==> config.mk <==
export PLATFORM = sky130hd
export DESIGN_NAME = stroke_polyline_simplifier
export DESIGN_NICKNAME = d
export VERILOG_FILES = /design/src/rtl/core/sps_pkg.sv /design/src/rtl/core/sps_cfg.sv /design/src/rtl/core/sps_mac.sv /design/src/rtl/core/sps_ctrl.sv /design/src/rtl/core/stroke_polyline_simplifier.sv
export SDC_FILE = /design/constraint.sdc
export NUM_CORES = 2
export LEC_CHECK = 0
export BUFFER_PORTS_ARGS = -buffer_cell sky130_fd_sc_hd__buf_2
export CAP_MARGIN = 20
export CORE_ASPECT_RATIO = 2
export CORE_MARGIN = 2
export CORE_UTILIZATION = 30
export CTS_CLUSTER_DIAMETER = 200
export DETAILED_ROUTE_END_ITERATION = 10
export MAX_ROUTING_LAYER = met4
export PLACE_DENSITY_LB_ADDON = 0.12
export SLEW_MARGIN = 0
export SYNTH_ARGS = -nofsm -noshare
export SYNTH_HDL_FRONTEND = slang
export SYNTH_SLANG_ARGS = --single-unit
==> constraint.sdc <==
create_clock -name aclk -period 23.1 [get_ports aclk]
set_input_delay 3.465 -clock aclk [delete_from_list [all_inputs] [get_ports aclk]]
set_output_delay 3.465 -clock aclk [all_outputs]
set_load 0.05 [all_outputs]
==> src/rtl/core/sps_pkg.sv <==
// ---------------------------------------------------------------------------
// sps_pkg: shared types and constants for the stroke polyline simplifier
// Point and result formats, register map codes and the serial MAC operand
// widths used by the controller, the MAC and the top level.
// ---------------------------------------------------------------------------
package sps_pkg;

    localparam int COORD_BITS = 16;
    localparam int CFG_BITS   = 16;
    localparam int DIGIT_BITS = 4;
    localparam int PADDR_W    = 3;
    localparam int PDATA_W    = 32;

    localparam int OP_W   = (2 * COORD_BITS + 1 > 2 * CFG_BITS) ?
                            2 * COORD_BITS + 1 : 2 * CFG_BITS;
    localparam int PROD_W = 2 * OP_W;
    localparam int ACC_W  = PROD_W + 1;

    localparam logic [CFG_BITS-1:0] MIN_SPACING_RST = '0;
    localparam logic [CFG_BITS-1:0] LINE_TOL_RST    = CFG_BITS'(16);

    localparam logic CFG_MIN_SPACING = 1'b0;
    localparam logic CFG_LINE_TOL    = 1'b1;

    localparam logic [1:0] KEPT_NONE = 2'd0;
    localparam logic [1:0] KEPT_ONE  = 2'd1;
    localparam logic [1:0] KEPT_TWO  = 2'd2;

    typedef logic signed [COORD_BITS-1:0] coord_t;
    typedef logic signed [COORD_BITS:0]   diff_t;
    typedef logic [COORD_BITS-1:0]        mag_t;

    typedef struct packed {
        coord_t point_x;
        coord_t point_y;
        logic   end_of_stroke;
    } sps_in_t;

    typedef struct packed {
        coord_t anchor_out_x;
        coord_t anchor_out_y;
        logic   last_in_run;
        logic   path_done;
    } sps_out_t;

    typedef struct packed {
        logic [CFG_BITS-1:0] min_spacing;
        logic [CFG_BITS-1:0] line_tolerance;
    } sps_cfg_t;

    typedef struct packed {
        logic            start;
        logic            clear;
        logic            neg;
        logic [OP_W-1:0] a;
        logic [OP_W-1:0] b;
    } sps_mac_req_t;

    typedef struct packed {
        logic     load;
        logic [1:0] count;
        sps_out_t first;
        sps_out_t second;
    } sps_emit_t;

    function automatic diff_t sps_diff(coord_t p, coord_t q);
        return diff_t'({p[COORD_BITS-1], p}) - diff_t'({q[COORD_BITS-1], q});
    endfunction

    function automatic mag_t sps_mag(diff_t d);
        diff_t n;
        n = -d;
        return d[COORD_BITS] ? n[COORD_BITS-1:0] : d[COORD_BITS-1:0];
    endfunction

endpackage

==> src/rtl/core/sps_cfg.sv <==
// ---------------------------------------------------------------------------
// sps_cfg: configuration registers
// APB-style register file holding the minimum spacing and line tolerance.
// ---------------------------------------------------------------------------
module sps_cfg (
    input  logic                          aclk,
    input  logic                          aresetn,
    input  logic                          psel,
    input  logic                          penable,
    input  logic                          pwrite,
    input  logic [sps_pkg::PADDR_W-1:0]   paddr,
    input  logic [sps_pkg::PDATA_W-1:0]   pwdata,
    output logic [sps_pkg::PDATA_W-1:0]   prdata,
    output logic                          pready,
    output sps_pkg::sps_cfg_t             cfg
);

    logic [sps_pkg::CFG_BITS-1:0] min_spacing_reg, min_spacing_next;
    logic [sps_pkg::CFG_BITS-1:0] line_tol_reg, line_tol_next;
    logic                         wr_en;

    assign pready = 1'b1;
    assign wr_en  = psel & penable & pwrite;

    always_comb begin
        min_spacing_next = min_spacing_reg;
        line_tol_next    = line_tol_reg;
        if (wr_en) begin
            unique case (paddr[2])
                sps_pkg::CFG_MIN_SPACING: begin
                    min_spacing_next = pwdata[sps_pkg::CFG_BITS-1:0];
                end
                sps_pkg::CFG_LINE_TOL: begin
                    line_tol_next = pwdata[sps_pkg::CFG_BITS-1:0];
                end
                default: begin
                    min_spacing_next = min_spacing_reg;
                end
            endcase
        end
    end

    always_ff @(posedge aclk) begin
        if (!aresetn) begin
            min_spacing_reg <= sps_pkg::MIN_SPACING_RST;
            line_tol_reg    <= sps_pkg::LINE_TOL_RST;
        end else begin
            min_spacing_reg <= min_spacing_next;
            line_tol_reg    <= line_tol_next;
        end
    end

    always_comb begin
        unique case (paddr[2])
            sps_pkg::CFG_MIN_SPACING: begin
                prdata = {{(sps_pkg::PDATA_W-sps_pkg::CFG_BITS){1'b0}}, min_spacing_reg};
            end
            sps_pkg::CFG_LINE_TOL: begin
                prdata = {{(sps_pkg::PDATA_W-sps_pkg::CFG_BITS){1'b0}}, line_tol_reg};
            end
            default: begin
                prdata = '0;
            end
        endcase
    end

    assign cfg.min_spacing    = min_spacing_reg;
    assign cfg.line_tolerance = line_tol_reg;

endmodule

==> src/rtl/core/sps_mac.sv <==
// ---------------------------------------------------------------------------
// sps_mac: digit-serial multiply-accumulate
// Retires one 4-bit digit of operand b per cycle into a signed accumulator;
// stops as soon as the remaining digits of b are zero.
// ---------------------------------------------------------------------------
module sps_mac (
    input  logic                               aclk,
    input  logic                               aresetn,
    input  sps_pkg::sps_mac_req_t              req,
    output logic                               busy,
    output logic signed [sps_pkg::ACC_W-1:0]   acc
);

    logic                                    busy_reg, busy_next;
    logic [sps_pkg::PROD_W-1:0]              a_reg, a_next;
    logic [sps_pkg::OP_W-1:0]                b_reg, b_next;
    logic [sps_pkg::OP_W-1:0]                b_rest;
    logic                                    neg_reg, neg_next;
    logic signed [sps_pkg::ACC_W-1:0]        acc_reg, acc_next;
    logic [sps_pkg::DIGIT_BITS-1:0]          digit;
    logic [sps_pkg::PROD_W+sps_pkg::DIGIT_BITS-1:0] term_full;
    logic signed [sps_pkg::ACC_W-1:0]        term;

    assign digit     = b_reg[sps_pkg::DIGIT_BITS-1:0];
    assign b_rest    = b_reg >> sps_pkg::DIGIT_BITS;
    assign term_full = {{sps_pkg::DIGIT_BITS{1'b0}}, a_reg}
                     * {{sps_pkg::PROD_W{1'b0}}, digit};
    assign term      = $signed({1'b0, term_full[sps_pkg::PROD_W-1:0]});

    always_comb begin
        busy_next = busy_reg;
        a_next    = a_reg;
        b_next    = b_reg;
        neg_next  = neg_reg;
        acc_next  = acc_reg;
        if (req.start) begin
            a_next    = {{(sps_pkg::PROD_W-sps_pkg::OP_W){1'b0}}, req.a};
            b_next    = req.b;
            neg_next  = req.neg;
            acc_next  = req.clear ? '0 : acc_reg;
            busy_next = (req.b != '0);
        end else if (busy_reg) begin
            acc_next  = neg_reg ? acc_reg - term : acc_reg + term;
            a_next    = a_reg << sps_pkg::DIGIT_BITS;
            b_next    = b_rest;
            busy_next = (b_rest != '0);
        end
    end

    always_ff @(posedge aclk) begin
        if (!aresetn) begin
            busy_reg <= 1'b0;
        end else begin
            busy_reg <= busy_next;
        end
    end

    always_ff @(posedge aclk) begin
        a_reg   <= a_next;
        b_reg   <= b_next;
        neg_reg <= neg_next;
        acc_reg <= acc_next;
    end

    assign busy = busy_reg;
    assign acc  = acc_reg;

endmodule

==> src/rtl/core/sps_ctrl.sv <==
// ---------------------------------------------------------------------------
// sps_ctrl: point sequencer
// Holds anchor, candidate and kept count, steps the serial MAC through the
// spacing and corner tests and hands finished results to the output buffer.
// ---------------------------------------------------------------------------
module sps_ctrl (
    input  logic                               aclk,
    input  logic                               aresetn,
    input  logic                               s_valid,
    output logic                               s_ready,
    input  sps_pkg::sps_in_t                   s_data,
    input  sps_pkg::sps_cfg_t                  cfg,
    input  logic                               out_empty,
    output sps_pkg::sps_mac_req_t              mac_req,
    input  logic                               mac_busy,
    input  logic signed [sps_pkg::ACC_W-1:0]   mac_acc,
    output sps_pkg::sps_emit_t                 emit
);

    typedef enum logic [3:0] {
        ST_IDLE  = 4'b0001,
        ST_ISSUE = 4'b0010,
        ST_WAIT  = 4'b0100,
        ST_EMIT  = 4'b1000
    } state_t;

    typedef enum logic [9:0] {
        STEP_SQ_DX = 10'b00_0000_0001,
        STEP_SQ_DY = 10'b00_0000_0010,
        STEP_SQ_MS = 10'b00_0000_0100,
        STEP_CR_A  = 10'b00_0000_1000,
        STEP_CR_B  = 10'b00_0001_0000,
        STEP_LN_X  = 10'b00_0010_0000,
        STEP_LN_Y  = 10'b00_0100_0000,
        STEP_TOL   = 10'b00_1000_0000,
        STEP_RHS   = 10'b01_0000_0000,
        STEP_LHS   = 10'b10_0000_0000
    } step_t;

    state_t                    state_reg, state_next;
    step_t                     step_reg, step_next;
    logic [1:0]                kept_reg, kept_next;
    logic                      has_a_reg, has_a_next;
    sps_pkg::sps_in_t          item_reg, item_next;
    sps_pkg::coord_t           anchor_x_reg, anchor_x_next;
    sps_pkg::coord_t           anchor_y_reg, anchor_y_next;
    sps_pkg::coord_t           pending_x_reg, pending_x_next;
    sps_pkg::coord_t           pending_y_reg, pending_y_next;
    sps_pkg::coord_t           ra_x_reg, ra_x_next;
    sps_pkg::coord_t           ra_y_reg, ra_y_next;
    logic [sps_pkg::OP_W-1:0]  crs_reg, crs_next;
    logic [sps_pkg::OP_W-1:0]  len2_reg, len2_next;
    logic [sps_pkg::OP_W-1:0]  tol2_reg, tol2_next;

    sps_pkg::diff_t            dx, dy, ax, ay, u, v;
    logic                      acc_neg;
    logic [sps_pkg::ACC_W-1:0] acc_abs;
    logic                      eos_emit;
    sps_pkg::sps_out_t         res_a, res_e;

    assign dx = sps_pkg::sps_diff(item_reg.point_x, pending_x_reg);
    assign dy = sps_pkg::sps_diff(item_reg.point_y, pending_y_reg);
    assign ax = sps_pkg::sps_diff(item_reg.point_x, anchor_x_reg);
    assign ay = sps_pkg::sps_diff(item_reg.point_y, anchor_y_reg);
    assign u  = sps_pkg::sps_diff(anchor_y_reg, pending_y_reg);
    assign v  = sps_pkg::sps_diff(anchor_x_reg, pending_x_reg);

    assign acc_neg = mac_acc[sps_pkg::ACC_W-1];
    assign acc_abs = acc_neg ? -mac_acc : mac_acc;

    // operand selection for the current MAC step
    always_comb begin
        mac_req.start = (state_reg == ST_ISSUE);
        mac_req.clear = 1'b0;
        mac_req.neg   = 1'b0;
        mac_req.a     = '0;
        mac_req.b     = '0;
        unique case (step_reg)
            STEP_SQ_DX: begin
                mac_req.clear = 1'b1;
                mac_req.a     = sps_pkg::OP_W'(sps_pkg::sps_mag(dx));
                mac_req.b     = sps_pkg::OP_W'(sps_pkg::sps_mag(dx));
            end
            STEP_SQ_DY: begin
                mac_req.a = sps_pkg::OP_W'(sps_pkg::sps_mag(dy));
                mac_req.b = sps_pkg::OP_W'(sps_pkg::sps_mag(dy));
            end
            STEP_SQ_MS: begin
                mac_req.neg = 1'b1;
                mac_req.a   = sps_pkg::OP_W'(cfg.min_spacing);
                mac_req.b   = sps_pkg::OP_W'(cfg.min_spacing);
            end
            STEP_CR_A: begin
                mac_req.clear = 1'b1;
                mac_req.neg   = ax[sps_pkg::COORD_BITS] ^ u[sps_pkg::COORD_BITS];
                mac_req.a     = sps_pkg::OP_W'(sps_pkg::sps_mag(ax));
                mac_req.b     = sps_pkg::OP_W'(sps_pkg::sps_mag(u));
            end
            STEP_CR_B: begin
                mac_req.neg = ~(v[sps_pkg::COORD_BITS] ^ ay[sps_pkg::COORD_BITS]);
                mac_req.a   = sps_pkg::OP_W'(sps_pkg::sps_mag(v));
                mac_req.b   = sps_pkg::OP_W'(sps_pkg::sps_mag(ay));
            end
            STEP_LN_X: begin
                mac_req.clear = 1'b1;
                mac_req.a     = sps_pkg::OP_W'(sps_pkg::sps_mag(ax));
                mac_req.b     = sps_pkg::OP_W'(sps_pkg::sps_mag(ax));
            end
            STEP_LN_Y: begin
                mac_req.a = sps_pkg::OP_W'(sps_pkg::sps_mag(ay));
                mac_req.b = sps_pkg::OP_W'(sps_pkg::sps_mag(ay));
            end
            STEP_TOL: begin
                mac_req.clear = 1'b1;
                mac_req.a     = sps_pkg::OP_W'(cfg.line_tolerance);
                mac_req.b     = sps_pkg::OP_W'(cfg.line_tolerance);
            end
            STEP_RHS: begin
                mac_req.clear = 1'b1;
                mac_req.a     = len2_reg;
                mac_req.b     = tol2_reg;
            end
            STEP_LHS: begin
                mac_req.neg = 1'b1;
                mac_req.a   = crs_reg;
                mac_req.b   = crs_reg;
            end
            default: begin
                mac_req.clear = 1'b1;
            end
        endcase
    end

    always_comb begin
        state_next     = state_reg;
        step_next      = step_reg;
        kept_next      = kept_reg;
        has_a_next     = has_a_reg;
        item_next      = item_reg;
        anchor_x_next  = anchor_x_reg;
        anchor_y_next  = anchor_y_reg;
        pending_x_next = pending_x_reg;
        pending_y_next = pending_y_reg;
        ra_x_next      = ra_x_reg;
        ra_y_next      = ra_y_reg;
        crs_next       = crs_reg;
        len2_next      = len2_reg;
        tol2_next      = tol2_reg;
        unique case (state_reg)
            ST_IDLE: begin
                if (s_valid) begin
                    item_next  = s_data;
                    has_a_next = 1'b0;
                    if (kept_reg == sps_pkg::KEPT_NONE) begin
                        anchor_x_next  = s_data.point_x;
                        anchor_y_next  = s_data.point_y;
                        pending_x_next = s_data.point_x;
                        pending_y_next = s_data.point_y;
                        kept_next      = sps_pkg::KEPT_ONE;
                        state_next     = ST_EMIT;
                    end else begin
                        step_next  = STEP_SQ_DX;
                        state_next = ST_ISSUE;
                    end
                end
            end
            ST_ISSUE: begin
                state_next = ST_WAIT;
            end
            ST_WAIT: begin
                if (!mac_busy) begin
                    state_next = ST_ISSUE;
                    unique case (step_reg)
                        STEP_SQ_DX: begin
                            step_next = STEP_SQ_DY;
                        end
                        STEP_SQ_DY: begin
                            step_next = STEP_SQ_MS;
                        end
                        STEP_SQ_MS: begin
                            if (acc_neg) begin
                                state_next = ST_EMIT;
                            end else if (kept_reg == sps_pkg::KEPT_ONE) begin
                                has_a_next     = 1'b1;
                                ra_x_next      = anchor_x_reg;
                                ra_y_next      = anchor_y_reg;
                                kept_next      = sps_pkg::KEPT_TWO;
                                pending_x_next = item_reg.point_x;
                                pending_y_next = item_reg.point_y;
                                state_next     = ST_EMIT;
                            end else if (ax == '0 && ay == '0) begin
                                pending_x_next = item_reg.point_x;
                                pending_y_next = item_reg.point_y;
                                state_next     = ST_EMIT;
                            end else begin
                                step_next = STEP_CR_A;
                            end
                        end
                        STEP_CR_A: begin
                            step_next = STEP_CR_B;
                        end
                        STEP_CR_B: begin
                            crs_next  = acc_abs[sps_pkg::OP_W-1:0];
                            step_next = STEP_LN_X;
                        end
                        STEP_LN_X: begin
                            step_next = STEP_LN_Y;
                        end
                        STEP_LN_Y: begin
                            len2_next = mac_acc[sps_pkg::OP_W-1:0];
                            step_next = STEP_TOL;
                        end
                        STEP_TOL: begin
                            tol2_next = mac_acc[sps_pkg::OP_W-1:0];
                            step_next = STEP_RHS;
                        end
                        STEP_RHS: begin
                            step_next = STEP_LHS;
                        end
                        STEP_LHS: begin
                            if (acc_neg) begin
                                has_a_next    = 1'b1;
                                ra_x_next     = pending_x_reg;
                                ra_y_next     = pending_y_reg;
                                anchor_x_next = pending_x_reg;
                                anchor_y_next = pending_y_reg;
                            end
                            pending_x_next = item_reg.point_x;
                            pending_y_next = item_reg.point_y;
                            state_next     = ST_EMIT;
                        end
                        default: begin
                            state_next = ST_IDLE;
                        end
                    endcase
                end
            end
            ST_EMIT: begin
                if (out_empty) begin
                    if (item_reg.end_of_stroke) begin
                        kept_next = sps_pkg::KEPT_NONE;
                    end
                    state_next = ST_IDLE;
                end
            end
            default: begin
                state_next = ST_IDLE;
            end
        endcase
    end

    always_ff @(posedge aclk) begin
        if (!aresetn) begin
            state_reg     <= ST_IDLE;
            step_reg      <= STEP_SQ_DX;
            kept_reg      <= sps_pkg::KEPT_NONE;
            has_a_reg     <= 1'b0;
            anchor_x_reg  <= '0;
            anchor_y_reg  <= '0;
            pending_x_reg <= '0;
            pending_y_reg <= '0;
        end else begin
            state_reg     <= state_next;
            step_reg      <= step_next;
            kept_reg      <= kept_next;
            has_a_reg     <= has_a_next;
            anchor_x_reg  <= anchor_x_next;
            anchor_y_reg  <= anchor_y_next;
            pending_x_reg <= pending_x_next;
            pending_y_reg <= pending_y_next;
        end
    end

    always_ff @(posedge aclk) begin
        item_reg <= item_next;
        ra_x_reg <= ra_x_next;
        ra_y_reg <= ra_y_next;
        crs_reg  <= crs_next;
        len2_reg <= len2_next;
        tol2_reg <= tol2_next;
    end

    // corner or first point, then the closing point of the stroke
    assign eos_emit = item_reg.end_of_stroke && (kept_reg == sps_pkg::KEPT_TWO);

    assign res_a.anchor_out_x = ra_x_reg;
    assign res_a.anchor_out_y = ra_y_reg;
    assign res_a.last_in_run  = ~eos_emit;
    assign res_a.path_done    = 1'b0;

    assign res_e.anchor_out_x = pending_x_reg;
    assign res_e.anchor_out_y = pending_y_reg;
    assign res_e.last_in_run  = 1'b1;
    assign res_e.path_done    = 1'b1;

    assign emit.load   = (state_reg == ST_EMIT) && out_empty;
    assign emit.count  = {1'b0, has_a_reg} + {1'b0, eos_emit};
    assign emit.first  = has_a_reg ? res_a : res_e;
    assign emit.second = res_e;

    assign s_ready = (state_reg == ST_IDLE);

endmodule

==> src/rtl/core/stroke_polyline_simplifier.sv <==
// ---------------------------------------------------------------------------
// stroke_polyline_simplifier: stroke point corner finder
// Keeps stroke points that clear the minimum spacing and emits a candidate
// as a corner when it lies farther than the tolerance from the chord.
//
//   channel   ports                      carries
//   input     s_valid s_ready s_data     one stroke point per item
//   result    m_valid m_ready m_data     zero, one or two anchors per point
//   config    psel penable pwrite ...    min_spacing at 0, line_tolerance at 4
//
// One point at a time. The serial MAC retires 4 bits of one operand per cycle
// and ends early on leading zero digits; the sequencer issues each MAC step
// and waits until the MAC is idle. Results wait in a two-entry output buffer,
// so a stalled result side blocks the next point only when it finishes.
// Reset is synchronous and clears the control state, kept count and anchors.
// ---------------------------------------------------------------------------
module stroke_polyline_simplifier (
    input  logic                          aclk,
    input  logic                          aresetn,
    input  logic                          s_valid,
    output logic                          s_ready,
    input  sps_pkg::sps_in_t              s_data,
    output logic                          m_valid,
    input  logic                          m_ready,
    output sps_pkg::sps_out_t             m_data,
    input  logic                          psel,
    input  logic                          penable,
    input  logic                          pwrite,
    input  logic [sps_pkg::PADDR_W-1:0]   paddr,
    input  logic [sps_pkg::PDATA_W-1:0]   pwdata,
    output logic [sps_pkg::PDATA_W-1:0]   prdata,
    output logic                          pready
);

    sps_pkg::sps_cfg_t                 cfg;
    sps_pkg::sps_mac_req_t             mac_req;
    logic                              mac_busy;
    logic signed [sps_pkg::ACC_W-1:0]  mac_acc;
    sps_pkg::sps_emit_t                emit;
    logic                              out_empty;
    logic                              pop;

    logic [1:0]                        cnt_reg, cnt_next;
    sps_pkg::sps_out_t                 slot0_reg, slot0_next;
    sps_pkg::sps_out_t                 slot1_reg, slot1_next;

    sps_cfg u_cfg (
        .aclk    (aclk),
        .aresetn (aresetn),
        .psel    (psel),
        .penable (penable),
        .pwrite  (pwrite),
        .paddr   (paddr),
        .pwdata  (pwdata),
        .prdata  (prdata),
        .pready  (pready),
        .cfg     (cfg)
    );

    sps_mac u_mac (
        .aclk    (aclk),
        .aresetn (aresetn),
        .req     (mac_req),
        .busy    (mac_busy),
        .acc     (mac_acc)
    );

    sps_ctrl u_ctrl (
        .aclk      (aclk),
        .aresetn   (aresetn),
        .s_valid   (s_valid),
        .s_ready   (s_ready),
        .s_data    (s_data),
        .cfg       (cfg),
        .out_empty (out_empty),
        .mac_req   (mac_req),
        .mac_busy  (mac_busy),
        .mac_acc   (mac_acc),
        .emit      (emit)
    );

    assign out_empty = (cnt_reg == 2'd0);
    assign m_valid   = ~out_empty;
    assign m_data    = slot0_reg;
    assign pop       = m_valid & m_ready;

    always_comb begin
        cnt_next   = cnt_reg;
        slot0_next = slot0_reg;
        slot1_next = slot1_reg;
        if (emit.load) begin
            cnt_next   = emit.count;
            slot0_next = emit.first;
            slot1_next = emit.second;
        end else if (pop) begin
            cnt_next   = cnt_reg - 2'd1;
            slot0_next = slot1_reg;
        end
    end

    always_ff @(posedge aclk) begin
        if (!aresetn) begin
            cnt_reg <= 2'd0;
        end else begin
            cnt_reg <= cnt_next;
        end
    end

    always_ff @(posedge aclk) begin
        slot0_reg <= slot0_next;
        slot1_reg <= slot1_next;
    end

    a_load_empty: assert property (@(posedge aclk) disable iff (!aresetn)
        emit.load |-> !m_valid)
        else $error("results loaded over an occupied output buffer");

    a_ready_mac_idle: assert property (@(posedge aclk) disable iff (!aresetn)
        s_ready |-> !mac_busy)
        else $error("input ready while the MAC is still running");

    a_cnt_range: assert property (@(posedge aclk) disable iff (!aresetn)
        cnt_reg != 2'd3)
        else $error("output buffer count out of range");

    a_pair_order: assert property (@(posedge aclk) disable iff (!aresetn)
        emit.load && emit.count == 2'd2 |=> m_valid && !m_data.last_in_run)
        else $error("first of two results marked as last");

endmodule
# [After elaboration in Yosys (flattened, before gate mapping)]
# Cells that the tools add are included.
[totals] regBits=513 latchBits=0 ramBits=0 romBits=0 inputBits=75 out_inout_bits=69 wordCells=217 n_memories=0
[op_classes] addsub=17 multipliers=1 div=0 order_cmp=0 n_eq_ne=39 shifts=0 muxes=88 bitwise_logic=10 n_reduce_logical=31
[op_table] cell="66-bit case mux with 10 select lines" n=1
[op_table] cell="16-bit 2-to-1 mux" n=28
[op_table] cell="67-bit 2-to-1 mux" n=4
[op_table] cell="16-bit case mux with 2 select lines" n=8
[op_table] cell="33-bit 2-to-1 mux" n=5
[op_table] cell="34-bit 2-to-1 mux" n=3
[op_table] cell="16-bit by 16-bit subtractor with 17-bit output" n=6
[op_table] cell="16-bit negation" n=6
[op_table] cell="10-bit case mux with 9 select lines" n=1
[op_table] cell="67-bit adder" n=1
[op_table] cell="67-bit subtractor" n=1
[op_table] cell="66-bit by 4-bit multiplier with 66-bit output" n=1
[op_table] cell="33-bit nonzero test" n=2
[op_table] cell="32-bit case mux with 2 select lines" n=1
[op_table] cell="10-bit 2-to-1 mux" n=6
[op_table] cell="17-bit zero test" n=2
[op_table] cell="33-bit negation" n=1
[op_table] cell="4-bit 2-to-1 mux" n=7
[op_table] cell="2-bit 2-to-1 mux" n=10
[op_table] cell="2-bit inequality test, second input constant" n=10
[op_table] cell="10-bit case mux with 2 select lines" n=1
[op_table] cell="4-bit case mux with 4 select lines" n=1
[op_table] cell="7-bit AND reduction" n=2
[op_table] cell="3-bit inequality test, second input constant" n=4
[op_table] cell="42 further kinds" n=74

# [Logic depth before layout (Yosys ltp)]
[depth] word_depth=9 depth_mapped=36 mapped_depth_nobuf=31

# [By module]
# From an unflattened synthesis, not the netlist that was laid out.
[hier_totals] hier_cells=4897 hier_area_um2=44108.6
[by_module_without_submodules] module="sps_mac" instances=1 cells_per_inst=2496 area_each_um2=21079.0 seq_area_each_um2=4704.5
[by_module_without_submodules] module="sps_ctrl" instances=1 cells_per_inst=2119 area_each_um2=18730.5 seq_area_each_um2=6546.3
[by_module_without_submodules] module="stroke_polyline_simplifier" instances=1 cells_per_inst=122 area_each_um2=2727.6 seq_area_each_um2=2082.0
[by_module_without_submodules] module="sps_cfg" instances=1 cells_per_inst=160 area_each_um2=1571.5 seq_area_each_um2=640.6

# [Worst setup path before layout]
# OpenSTA, ideal clock, no wires.
[synth_path] path_kind="input to output" startpoint="in paddr[2] in the netlist's numbering" endpoint="out prdata[10] in the netlist's numbering" arrival_ns=4.627 required_ns=19.635 slack_ns=15.008 stages=3 path_buffers=2 cell_sequence="clkbuf_1 > buf_1 > mux2_2"
[synth_via] elab_chain_cells=2
[synth_lines] element="from (decl)" line_no="stroke_polyline_simplifier.sv:29" rtl="input logic [sps_pkg::PADDR_W-1:0] paddr,"
[synth_lines] element="1-bit NOT (no line)"
[synth_lines] element="32-bit case mux with 2 select lines *" line_no="sps_cfg.sv:54" rtl="unique case (paddr[2])"
[synth_lines] element="to (decl)" line_no="stroke_polyline_simplifier.sv:31" rtl="output logic [sps_pkg::PDATA_W-1:0] prdata,"
# Every way passes the cells marked *; elsewhere a longest branch is shown, timed or not. The select of a mux whose other input is x is not followed.

# [Worst setup path in the final report]
[layout_path] startpoint="reg u_mac.b_reg[1] in the netlist's numbering" endpoint="reg u_mac.acc_reg, in the netlist u_mac.acc[66], data pin"
[layout_via] elab_chain_cells=5 word_cells_on_any_way=6 cone_classes="add/sub: 2; mul: 1; mux: 3"
[layout_lines] element="from (decl)" line_no="sps_mac.sv:16" rtl="logic [sps_pkg::OP_W-1:0] b_reg, b_next;"
[layout_lines] element="from (signal assigned)" line_no="sps_mac.sv:60" rtl="b_reg <= b_next;"
[layout_lines] element="66-bit by 4-bit multiplier with 66-bit output *" line_no="sps_mac.sv:27" rtl="* {{sps_pkg::PROD_W{1'b0}}, digit};"
[layout_lines] element="67-bit adder or 67-bit subtractor (tied branches)" line_no="sps_mac.sv:43" rtl="acc_next = neg_reg ? acc_reg - term : acc_reg + term;"
[layout_lines] element="67-bit 2-to-1 mux *" line_no="sps_mac.sv:43"
[layout_lines] element="67-bit 2-to-1 mux *" line_no="sps_mac.sv:42" rtl="end else if (busy_reg) begin"
[layout_lines] element="67-bit 2-to-1 mux *" line_no="sps_mac.sv:36" rtl="if (req.start) begin"
[layout_lines] element="to (signal assigned)" line_no="sps_mac.sv:62" rtl="acc_reg <= acc_next;"
[layout_lines] element="to (decl)" line_no="sps_mac.sv:19" rtl="logic signed [sps_pkg::ACC_W-1:0] acc_reg, acc_next;"
# Marks and branches as above.
# A chain may end at the register's enable or synchronous reset.

==> impl_results.md <==
- Chip width: 276 µm
- Htree depth: 2
- CP max-delay cell: nor4_1
- Max VDD drop: 0.0732 mV
- WP data required: approximately 24 ns
- Vias per Instance: between 5 and 6
- Floorplan row count: 200
- Antenna violation net count after detailed routing: 0
- Post-CTS setup buffers: 0
- Largest cells by area after synthesis: edfxtp_1 25%, dfxtp_1 6.7%, ha_1 6.7%
- Element type at the critical path end: register
- Tmin final: 9.16 ns
- Ys Warns: 0
- Initial antenna violation count: 5
- Vias in the first global route: approximately 38k
- CTS tree: yes
- Power per cell area: 128 nW/µm²
- Cell Count Post-Placement: between 6k and 7k
- Multi-input logic area: 28,200 µm²
- Area growth from synthesis to final layout: 9.20%
- Filler cell count: 15.5k
- Register area share after synthesis: 0.313
- CP peak stage delay: 0.80 ns
- Root Buffer: clkbuf_16
- First-pass GRT wire length: roughly 240 mm
- Final setup viols: 0
- Count leader, synth: nand2_1
- Overall Global Routing Usage: 0.204
- GPL Wtd Cong: slightly above 0.9
- Worst slew margin relative to its limit: 0.273
- Syn Std Cell Area: 44,500 µm²
- Largest net degree at the start of global routing: 77
- Post-CTS Resized: 0
- Yosys top cell area share: 0.246
- Hold Crit Class: register to register
- WL final: 153 mm
- FMAX: 109 MHz
- Design Area, Final: 48,600 µm²
- Ports: 144
- Max Slew Vio Count: 0
- Post-CTS Hold Buffers: 0
- Crit path DAT: 9.59 ns
- Routed vias: 38.4k
- #FFs+latches synth: 513
- Worst-Margin Slew: 1.06 ns
- Overall die height: 549 µm
- Post-route clock period utilization: 0.396
- Starting Density: 0.301
- Number of flops mapped to enable cells by yosys: approximately 360
- Ys flop type: edfxtp_1
- Port bufs: 108
- Post-Route Utilization: 0.329
- Critical path fanouts, max: between 60 and 70
- Most frequent cells after synthesis: 573 x nand2_1, 439 x nor2_1, 370 x a21oi_1, 366 x inv_1, 364 x edfxtp_1
- Clk_lat worst skew: 0.71 ns
- Clk_skew: 0.0658 ns
- Cts bufs inserted: 56
- Cells after Synth: between 5k and 6k
- Asr flop ratio synth: 0
- Number of max-cap violations: 0
- DRT iter0 DRCs: 2,539
- Fraction of layout cells with a size suffix above 1: 0.0656
- Static Leakage: 19.3 nW
- RSZ-0062 raised after global routing: no
- Clock Path Buffers: 3
- Placement Cell Area: 46,800 µm²
- Final hold violations: 0
- WHS: 0.479 ns
- DRC viols: 0
- GR Overflow Total: 0
- Register area: about 14,000 µm²
- Kind of critical path: register to register
- First-pass iteration count of the detailed router: 8
- Die area: 152,000 µm²
- Synthesized area per cell: ~8.6 µm²
- Clock Sinks: 513
- DP HPWL: 118 mm
- Run status: finished, final reports clean
- Count of different cell masters after synthesis: approximately 110
- Critical Path Source Type: register
- Max reg flops: 67
- Fin nets: 5,577
- Setup TNS: 0 ns
- Clock transition at path regs: 0.07 ns
- Non-Filler Instances: between 7k and 8k
- Synth area leader: edfxtp_1
- Routed len/inst: 21.5 µm
- Core Footprint: roughly 150,000 µm²
-- critical path: cells and delay by family (launching register included) --
family	cells	cell delay, ns
AOI/OAI and AO/OA	12	2.61
xor gates and xnor gates	1	0.18
adders and majority gates	4	1.86
buffers and inverters	3	0.38
DFF	1	0.36
and+or+nand+nor	12	3.42
-- through the flow --
stage,power (mW),setup slack [ns]
4_1_cts,6.25,13.95
3_5_place_dp,5.26,14.02
5_1_grt,6.67,13.26
2_1_floorplan,4.03,15.01
6_report,6.22,13.94
3_3_place_gp,5.24,14.04
-- routing by layer --
layer,vias up,GRT usage,wire (µm)
met4,0,0.0546,4060
met1,18900,0.276,71700
met2,828,0.329,71200
met3,155,0.0161,5630
met5,-,-,0
li1,18500,-,-
-- cells in the final DEF, fill, tap and decap left out, types with 36 or more instances in the layout --
| cell | instances |
|---|---|
| nand2_1 | 571 |
| nor2_1 | 438 |
| a21oi_1 | 370 |
| inv_1 | 366 |
| edfxtp_1 | 364 |
| o21ai_0 | 238 |
| ha_1 | 238 |
| and2_1 | 236 |
| xnor2_1 | 222 |
| dfxtp_1 | 147 |
| fa_1 | 132 |
| xor2_1 | 114 |
| a21o_1 | 110 |
| buf_2 | 108 |
| nand3_1 | 99 |
| nor3_1 | 84 |
| nand4_1 | 78 |
| mux2i_1 | 77 |
| o211a_1 | 70 |
| a31oi_1 | 62 |
| clkbuf_16 | 56 |
| a221oi_1 | 54 |
| nor2b_1 | 44 |
| buf_4 | 43 |
| o211ai_1 | 41 |
| and3_1 | 40 |
| a21boi_0 | 40 |
| nand2b_1 | 38 |
| nor4_1 | 36 |
-- cell families (layout without fill, tap and decap cells) --
logic type | after synthesis | after routing | synth area share
adder cells (fa/ha/maj) | 370 | 370 | 0.126
XOR/XNOR | 336 | 336 | 0.0661
other | 2 | 18 | 0.000169
flip-flops | 513 | 513 | 0.313
AO/OA/AOI/OAI | 1375 | 1375 | 0.211
AND/OR/NAND/NOR | 1843 | 1843 | 0.203
buffers and inverters | 644 | 625 | 0.0575
multiplexers | 100 | 100 | 0.0231
-- power by group --
part | internal, mW | switching, mW | leakage, nW
clock network | 0.509 | 0.430 | 0.864
logic | 1.36 | 2.64 | 13.9
registers | 1.17 | 0.115 | 4.53
total | 3.04 | 3.18 | 19.3
-- path summary, 6_finish.rpt --
check	from	end	slack [ns]	cells past startpoint
worst min-delay path	u_cfg.line_tol_reg[5]	u_cfg.line_tol_reg[5]	0.48	2
worst max register to register	u_mac.b_reg[1]	u_mac.acc[66]	13.94	32
worst max-delay path	u_mac.b_reg[1]	u_mac.acc[66]	13.94	32
worst min register to register	u_cfg.line_tol_reg[5]	u_cfg.line_tol_reg[5]	0.48	2
-- cell type report --
class / instances / share of cell area
well taps: 1919 / 0.0494
clock buffers: 78 / 0.0314
inverters: 367 / 0.0284
flip-flops and latches: 513 / 0.286
repair buffers: 153 / 0.0182
multi-input cells: 4041 / 0.580
diodes: 1 / 0.0000515
clock inverters: 27 / 0.00636
(Power assumes the default switching activity.)
